`config.mk`:
```
export PLATFORM = sky130hd
export DESIGN_NAME = flr_sum
export DESIGN_NICKNAME = d
export VERILOG_FILES = /design/src/sv/flr_sum.sv
export SDC_FILE = /design/constraint.sdc
export NUM_CORES = 1
export LEC_CHECK = 0
export BUFFER_PORTS_ARGS = -buffer_cell sky130_fd_sc_hd__buf_2
export CORE_ASPECT_RATIO = 0.9
export CORE_UTILIZATION = 43
export DETAILED_ROUTE_END_ITERATION = 10
export HOLD_SLACK_MARGIN = 0.06
export PLACE_DENSITY = 0.8
export SLEW_MARGIN = 0
export SYNTH_ARGS = -nofsm -noshare
export SYNTH_HDL_FRONTEND = slang
export SYNTH_SLANG_ARGS = --single-unit
```
`constraint.sdc`:
```
create_clock -name clk_i -period 4.46 [get_ports clk_i]
set_input_delay 0.892 -clock clk_i [delete_from_list [all_inputs] [get_ports clk_i]]
set_output_delay 0.892 -clock clk_i [all_outputs]
set_load 0.02 [all_outputs]
```
`src/sv/flr_sum.sv`:
```
// Shared 16-bit adder that accumulates big-endian byte pairs.
module flr_sum (
  input  logic        clk_i,
  input  logic        clear_i,
  input  logic        add_i,
  input  logic [15:0] init_i,
  input  logic [15:0] addend_i,
  output logic [15:0] sum_o
);
  logic [15:0] sum_q;
  always_ff @(posedge clk_i) begin
    if (clear_i) begin
      sum_q <= init_i;
    end else if (add_i) begin
      sum_q <= sum_q + addend_i;
    end
  end
  assign sum_o = sum_q;
endmodule

```
==> flow_results.org, run 1 <==
** Clocking
- Number of hold-repair buffers added at the cts stage :: 0
- In this run, CTS created clock tree buffers numbering 3.
- Clock Pin Slew Worst Setup and Hold Paths :: 0.07 ns
- In this run the deepest clock path goes through 2 buffers.
- CTS tree :: done
- Clock tree synthesis found a total of 16 sinks.
- Once the clock tree was built, the resizer swapped 0 gates to a different size.
- Clock network latency to the later pin of the worst-skew pair :: 0.25 ns
- Cell at the root of the clock tree :: sky130_fd_sc_hd__clkbuf_8
- Number of H-tree branching levels :: 1
- Buffers added to address setup during post-CTS repair amount to 0.

** Cells and area
- The register with the most flip-flops in the layout has 16 of them.
- The filler cells instantiated in the layout total 310.
- Leaving out fill and tap cells, the most frequent cell in the layout is sky130_fd_sc_hd__buf_2.
- 0 antenna diodes ended up in the layout.
- Commonest cells after routing, fill and taps aside :: sky130_fd_sc_hd__buf_2 (50), sky130_fd_sc_hd__nand2_1 (22), sky130_fd_sc_hd__o21ai_0 (16), sky130_fd_sc_hd__edfxtp_1 (16), sky130_fd_sc_hd__ha_1 (15)
- Cell Count, Final, Fillers Out :: 244
- After the last flow step, the layout net total stands at 254.
- Relative to the synthesized area, the layout overhead comes to 22.6%.
- The post-route netlist has 28.7% of its cells at a drive strength greater than 1.

** STA
- Tightest slew margin relative to the limit :: 58.9%
- Setup TNS after final layout :: 0 ns
- Subtracting the final worst setup slack from the clock period gives 2.78 ns.
- Setup repair after global routing left no endpoint under its margin.
- Worst-margin pin slew :: a little over 0.6 ns
- Clock skew on the completed layout was measured at 0.00478 ns.
- Dividing the final minimum period by the clock period gives 62.4%.
- The final-report max-slew violation count came to 0.
- Static timing analysis puts the maximum clock frequency at 0.359 GHz.
- The number of hold-slack violations in the final timing report came to 0.
- Setup violators final :: 0

** Critical path
- R2R cell count :: 7
- Worst setup EP type :: flip-flop
- STA puts the critical path data arrival time at 2.86 ns.
- Of all nets on the critical path, the largest fanout is 5.
- Kind of start point of the critical path :: input pin
- Path type of the worst setup path :: in -> reg
- Worst EP required :: 4.54 ns

** Power
- Power per unit of standard cell area :: between 400 and 500 nW/µm²
- Maximum resistive drop on vdd :: approximately 230 µV
- Reported leakage power :: 0.797 nW

** Placed design
- The count of buffers added on input and output ports is 50.
- Global placer's final weighted congestion :: 0.851
- Once detailed placement completed, the half-perimeter wirelength came to approximately 2500 µm.
- Cell count after placement :: 240

** Route
- In the routed design, unresolved DRC markers number 0.
- After detailed routing, the average wire length per cell comes to 13.2 µm.
- Initial drt markers :: 39
- Post-Route WL :: roughly 3200 µm
- Post-route ant nets :: 0
- In the routed layout, each cell is associated on average with a via count of between 5 and 6.
- The first TritonRoute pass finished after 5 iterations.
- The routed layout has 1301 vias.

** Min path
- Worst hold path cell count :: 2
- Class of the most critical hold timing path :: reg -> reg

** GRT
- The first global-routing pass estimated 5580 µm of wire.
- Pin count of the biggest net entering global routing :: 30
- The via count of the first global-routing pass came to 1265.
- The initial antenna violation count came to 0.
- Global routing used about a fifth of the available tracks.
- Global routing finished with a remaining overflow of 0.

** Synth
- Count of unique library cells instantiated by Yosys :: 34
- After technology mapping, the gate count stands at 155.
- The cell area that synthesis handed to floorplanning was 1430 µm².
- Synth Net Count :: 206
- Yosys warnings :: 0
- Averaged over all synthesized cells, the footprint is 9.19 µm².
- Share of synthesized area occupied by flip-flops and latches :: about a third
- #FFs+latches synth :: 16

** Run
- Max Cap Violations :: 0

** Die
- Core region area :: 3110 µm²
- Number of placement rows :: 19
- IO Count :: 51
- The die is 62.7 µm wide.
- Initial core utilization :: between 40% and 50%
- Die ar. :: 3550 µm²
- In this run the vertical extent of the chip is around 57 µm.

** Run status
- Status :: finished clean
power breakdown:
group | internal (mW) | switching [mW]
Sequential | 0.212 | 0.0186
Combinational | 0.168 | 0.244
Clock | 0.0612 | 0.0544
final timing paths:
path	startpoint	end	slack, ns
max reg2reg	sum_o[0]$_DFFE_PP_	sum_o[14]$_DFFE_PP_	2.02
min reg2reg	sum_o[0]$_DFFE_PP_	sum_o[0]$_DFFE_PP_	0.69
min	sum_o[0]$_DFFE_PP_	sum_o[0]$_DFFE_PP_	0.69
max	addend_i[0]	sum_o[14]$_DFFE_PP_	1.68
worst max-delay path, stage by stage:
cell,delay (ns)
sky130_fd_sc_hd__buf_2,0.10
sky130_fd_sc_hd__ha_1,0.22
sky130_fd_sc_hd__fa_1,0.42
sky130_fd_sc_hd__a21o_1,0.24
sky130_fd_sc_hd__a221oi_4,0.36
sky130_fd_sc_hd__nor3_2,0.10
sky130_fd_sc_hd__o31a_1,0.30
sky130_fd_sc_hd__o31ai_1,0.24
cells by family after synthesis:
| logic type | synth area share, % |
|---|---|
| and+or+nand+nor | 14.5 |
| adders and majority gates | 14.6 |
| muxes | 2.28 |
| xor gates and xnor gates | 6.76 |
| AOI/OAI and AO/OA | 25.6 |
| DFF | 33.7 |
| buffers and inverters | 2.63 |
metrics by stage:
| stage | setup slack, ns | cell area, µm² | hold slack (ns) | total power, mW | util (%) |
|---|---|---|---|---|---|
| final | 1.68 | 1750 | 0.694 | 0.758 | 56.1 |
| after global routing | 1.58 | 1750 | 0.728 | 0.823 | 56.1 |
| after CTS | 1.70 | 1750 | 0.701 | 0.764 | 56.1 |
| after detailed placement | 1.45 | 1700 | 0.683 | 0.644 | 54.6 |
| after global placement | 1.48 | 1700 | 0.683 | 0.636 | 54.6 |
| after floorplan | 1.69 | 1430 | 0.815 | 0.541 | - |
synthesized netlist by cell type:
cell type | instances | area, µm²
sky130_fd_sc_hd__a2111oi_0 | 1 | 8.76
sky130_fd_sc_hd__and3_1 | 2 | 12.5
sky130_fd_sc_hd__nand2_1 | 22 | 82.6
sky130_fd_sc_hd__clkbuf_1 | 7 | 26.3
sky130_fd_sc_hd__a211o_1 | 2 | 17.5
sky130_fd_sc_hd__inv_1 | 3 | 11.3
sky130_fd_sc_hd__o21ai_0 | 16 | 80.1
sky130_fd_sc_hd__xor2_1 | 5 | 43.8
sky130_fd_sc_hd__mux2_2 | 2 | 22.5
sky130_fd_sc_hd__o211a_1 | 1 | 10.0
sky130_fd_sc_hd__mux2i_1 | 1 | 10.0
sky130_fd_sc_hd__o31a_1 | 1 | 8.76
sky130_fd_sc_hd__ha_1 | 15 | 188
sky130_fd_sc_hd__a21oi_1 | 14 | 70.1
sky130_fd_sc_hd__o31ai_1 | 1 | 7.51
sky130_fd_sc_hd__nor4_1 | 1 | 6.26
sky130_fd_sc_hd__xnor2_1 | 6 | 52.6
sky130_fd_sc_hd__a221oi_4 | 1 | 26.3
sky130_fd_sc_hd__fa_1 | 1 | 20.0
sky130_fd_sc_hd__o2111ai_1 | 1 | 8.76
sky130_fd_sc_hd__o21bai_1 | 1 | 7.51
sky130_fd_sc_hd__nor3_2 | 1 | 10.0
sky130_fd_sc_hd__o211ai_1 | 6 | 45.0
sky130_fd_sc_hd__nand3_1 | 3 | 15.0
sky130_fd_sc_hd__edfxtp_1 | 16 | 480
sky130_fd_sc_hd__a211oi_1 | 2 | 15.0
sky130_fd_sc_hd__and4_1 | 2 | 17.5
sky130_fd_sc_hd__a21o_1 | 7 | 52.6
sky130_fd_sc_hd__nor2_1 | 6 | 22.5
sky130_fd_sc_hd__nand4_1 | 2 | 12.5
sky130_fd_sc_hd__nand2b_1 | 1 | 6.26
sky130_fd_sc_hd__nor3_1 | 3 | 15.0
sky130_fd_sc_hd__or2_2 | 1 | 6.26
sky130_fd_sc_hd__o22ai_1 | 1 | 6.26
routing by layer:
metal / share of wire, % / wire (µm) / track usage, % / vias to the layer above
met5: 0 / 0 / 0 / -
met4: 0 / 0 / 0 / 0
li1: - / - / - / 682
met1: 49 / 1560 / 25.6 / 577
met3: 5.9 / 190 / 5.08 / 0
met2: 45 / 1460 / 34.6 / 42
cell type report:
cell class	count	area, µm²	area share, %
sequential	16	480	27.5
clock buffer	3	41.3	2.36
clock inverter	1	3.75	0.215
timing repair buffer	50	250	14.3
multi-input combinational	129	907	51.9
tap	42	52.6	3.01
inverter	3	11.3	0.645
Note: power is estimated with default switching activity, not from simulation.
==> run 2: changes to the inputs <==
ABC_AREA = 1   (was default)
PLACE_DENSITY = 0.81   (was 0.8)
clock period = 2.55 ns   (was 4.46 ns; I/O delays follow)
==> run 2 against run 1 <==
Compared with the run above: count of clock-buffer cells in the layout did not move; setup slack worse by 1.1 ns; cell count grew 37%; register-to-register slack got worse by 1.5 ns; via count increased by 23%; non-clock buffer count unchanged; die area rose by 9.2%; hold slack lost 0.18 ns.
==> flow_results.org, run 2 <==
** GRT
- The first global-routing pass estimated between 6000 and 7000 µm of wire.
- The total overflow left after global routing is 0.
- Total track usage :: 21.2%
- The via count of the first global-routing pass is 1445.
- The initial antenna violation count was 0.
- Entering global routing, the biggest net connects 21 pins.

** STA
- The final-report max-slew violation count came to 0.
- Setup violators final :: 0
- Fmax :: 0.504 GHz
- Setup repair after global routing left no endpoint under its margin.
- Setup TNS after final layout :: 0 ns
- Of the available clock period, the critical path in the final layout requires a little under 80%.
- Worst setup skew after layout :: 0.00225 ns
- On the final layout, the worst hold slack is 0.516 ns.
- The number of hold-slack violations in the final timing report came to 0.
- Worst-margin pin slew :: 0.476 ns
- Headroom to the max-slew limit came out at 68.2%.
- Subtracting the final worst setup slack from the clock period gives 1.98 ns.

** Synth
- The Yosys step of the flow raised 0 warnings.
- Synth async-reset ratio :: 0%
- The most used flip-flop cell after synthesis is sky130_fd_sc_hd__edfxtp_1.
- Share of synthesized area occupied by flip-flops and latches :: 30.8%
- Count of unique library cells instantiated by Yosys :: 25
- Instance count of the mapped netlist :: 240
- Of all cell types, the one taking the most synthesized area is sky130_fd_sc_hd__edfxtp_1.
- Average size of a mapped cell :: 6.51 µm²
- Cells taking the most area after synthesis :: sky130_fd_sc_hd__edfxtp_1 (31%), sky130_fd_sc_hd__nand2_1 (26%), sky130_fd_sc_hd__ha_1 (12%)
- Area of the mapped netlist :: 1560 µm²
- Number of enable-type register cells in the synthesized netlist :: 16
- The number of nets in the synthesized netlist is a little under 300.
- Area share of the leading cell type in the synthesized netlist :: 30.8%
- After synthesis the netlist holds a flip-flop and latch count of 16.
- Ranking of synthesized cells by instance count :: sky130_fd_sc_hd__nand2_1 (108), sky130_fd_sc_hd__inv_1 (32), sky130_fd_sc_hd__nand3_1 (18)
- Yosys instantiated no cell more often than sky130_fd_sc_hd__nand2_1.

** Route
- Via count :: 1601
- Initial drt markers :: 76
- After detailed routing, the average wire length per cell comes to approximately 11 µm.
- In this run the remaining antenna-violating nets after routing total 0.
- Count of unresolved DRC violations after routing :: 0
- Post-Route WL :: 3700 µm
- After detailed routing, the number of vias per cell comes to 4.78.
- First-pass detailed-route iteration total :: 4

** Critical path
- Slowest cell on the critical path :: sky130_fd_sc_hd__edfxtp_1
- The worst setup path is launched from a flip-flop.
- In this run the worst path has a maximum fanout of 4.
- The signal on the critical path passes through ha_1 > fa_1 > nand2_1 > nand2_1 > nand3_1 > nand2_1 > or2_1 > nand3_1 > nand2_1.
- For this run, the slowest stage of the critical path takes 0.41 ns.
- On the critical path the largest part of the delay comes from simple AND/OR/NAND/NOR gates.
- Counting both buffers and inverters, the worst setup path holds a total of 0.
- Path type of the worst setup path :: reg -> reg
- Critical path data arrival time :: 2.00 ns
- Startpoint of the worst-slack reg-to-reg timing path :: sum_o[0]$_DFFE_PP_
- Worst EP required :: 2.57 ns
- STA classifies the critical path endpoint as a flip-flop.
- Most used cell, CP :: sky130_fd_sc_hd__nand2_1
- The most critical setup path has its startpoint at sum_o[0]$_DFFE_PP_.

** Cells and area
- Relative to the synthesized area, the layout overhead comes to 21.6%.
- The register with the most flip-flops in the layout has 16 of them.
- After routing the design area is 1900 µm².
- Fraction of final layout cells sized beyond drive strength 1 :: 20.6%
- Commonest cells after routing, fill and taps aside :: sky130_fd_sc_hd__nand2_1 (108), sky130_fd_sc_hd__buf_2 (50), sky130_fd_sc_hd__inv_1 (32)
- 0 antenna diodes ended up in the layout.
- Most frequent standard cell in the layout excluding fill and tap cells :: sky130_fd_sc_hd__nand2_1
- For this run, the post-layout net count is 343.

** Power
- VDD sags by at most 305 µV.
- Power spread over the standard cell area amounts to around 630 nW/µm².
- Summed over all cells, the static leakage comes to 1.10 nW.

** Clocking
- Number of buffers on the longest clock path :: 2
- At the later pin of the worst-skew pair, clock insertion delay measures 0.26 ns.
- Post-CTS timing repair inserted 0 buffers for setup.
- In this run the clock root is driven by a sky130_fd_sc_hd__clkbuf_8.
- Buffers inserted to repair hold after CTS numbered 0.
- CTS built an H-tree with a depth of 1.
- Counting the buffers created by CTS gives 3.
- Clock Pin Slew Worst Setup and Hold Paths :: 0.07 ns
- In this run, post-CTS repair resized a total of 0 instances.
- The clock net in this run drives a total of 16 sinks.
- CTS tree :: done

** Die
- Die ar. :: 3880 µm²
- The initial utilization of the core area, before any placement, comes to 45.5%.
- The die is approximately 59 µm tall.
- Measured along the x axis, the die boundary spans between 60 and 70 µm.
- Number of placement rows :: 20
- Pin placement for this block handled 51 I/O pins.
- The total area inside the core boundary comes to roughly 3400 µm².

** Placed design
- HPWL reported at the end of detailed placement :: approximately 2900 µm
- During placement, the flow inserted port buffers numbering 50.
- Cell area reported after detailed placement :: 1850 µm²
- The congestion estimate from routability-driven global placement came to 0.885.

** Min path
- Class of the most critical hold timing path :: in -> reg
- In this run the most critical hold path is launched from init_i[1].

** Run
- Max Cap Violations :: 0

** Run status
- Status :: finished clean
-- run 2: cell types whose count changed after synthesis, sizes merged, moves of 7 or more --
cell	previous run	this run
nor2	6	13
o21ai	16	5
a21o	7	0
nand3	3	19
inv	3	35
nand2	22	109
-- run 2: worst paths after layout --
path	endpoint	slack [ns]	cells past startpoint
setup / recovery	sum_o[6]$_DFFE_PP_	0.57	9
hold / removal	sum_o[1]$_DFFE_PP_	0.52	3
setup reg to reg	sum_o[6]$_DFFE_PP_	0.57	9
hold reg to reg	sum_o[0]$_DFFE_PP_	0.70	3
-- run 2: final cells by class --
cell class | count | area [µm²]
clock buffer | 3 | 41.3
tap | 44 | 55.1
clock inverter | 1 | 3.75
fill | 336 | 1530
timing repair buffer | 50 | 250
inverter | 36 | 135
multi-input combinational | 185 | 933
sequential | 16 | 480
-- run 2: per-layer routing --
| metal | track usage (%) | up-vias | wire [µm] |
|---|---|---|---|
| met5 | 0 | - | 0 |
| met1 | 27.4 | 686 | 1770 |
| met4 | 10.2 | 0 | 78 |
| met3 | 2.88 | 6 | 232 |
| met2 | 35.2 | 55 | 1620 |
| li1 | - | 854 | - |
-- run 2: power by group --
group | internal (mW) | total [mW] | switching (mW)
registers | 0.351 | 0.378 | 0.0268
logic | 0.228 | 0.608 | 0.380
clock network | 0.107 | 0.210 | 0.103
-- run 2: worst register-to-register path, stage by stage, from the launching register on --
cell	delay, ns
sky130_fd_sc_hd__edfxtp_1	0.41
sky130_fd_sc_hd__ha_1	0.23
sky130_fd_sc_hd__fa_1	0.39
sky130_fd_sc_hd__nand2_1	0.10
sky130_fd_sc_hd__nand2_1	0.09
sky130_fd_sc_hd__nand3_1	0.07
sky130_fd_sc_hd__nand2_1	0.10
sky130_fd_sc_hd__or2_1	0.23
sky130_fd_sc_hd__nand3_1	0.07
sky130_fd_sc_hd__nand2_1	0.06
-- run 2: cells by family after synthesis --
| family | Yosys count | synth area share (%) |
|---|---|---|
| simple gates | 154 | 41.2 |
| buf+inv | 39 | 9.45 |
| fa+ha+maj | 16 | 13.3 |
| flops | 16 | 30.8 |
| compound gates | 13 | 4.17 |
| xor+xnor | 2 | 1.12 |
-- run 2: per-stage QoR --
step / power [mW] / instances / worst slack [ns] / util, %
after CTS: 1.20 / 335 / 0.569 / 55.4
after floorplan: 0.830 / 240 / 0.616 / -
final: 1.20 / 335 / 0.566 / 55.4
after global routing: 1.30 / 335 / 0.410 / 55.4
after global placement: 0.971 / 331 / 0.411 / 54.1
after detailed placement: 0.988 / 331 / 0.374 / 54.1
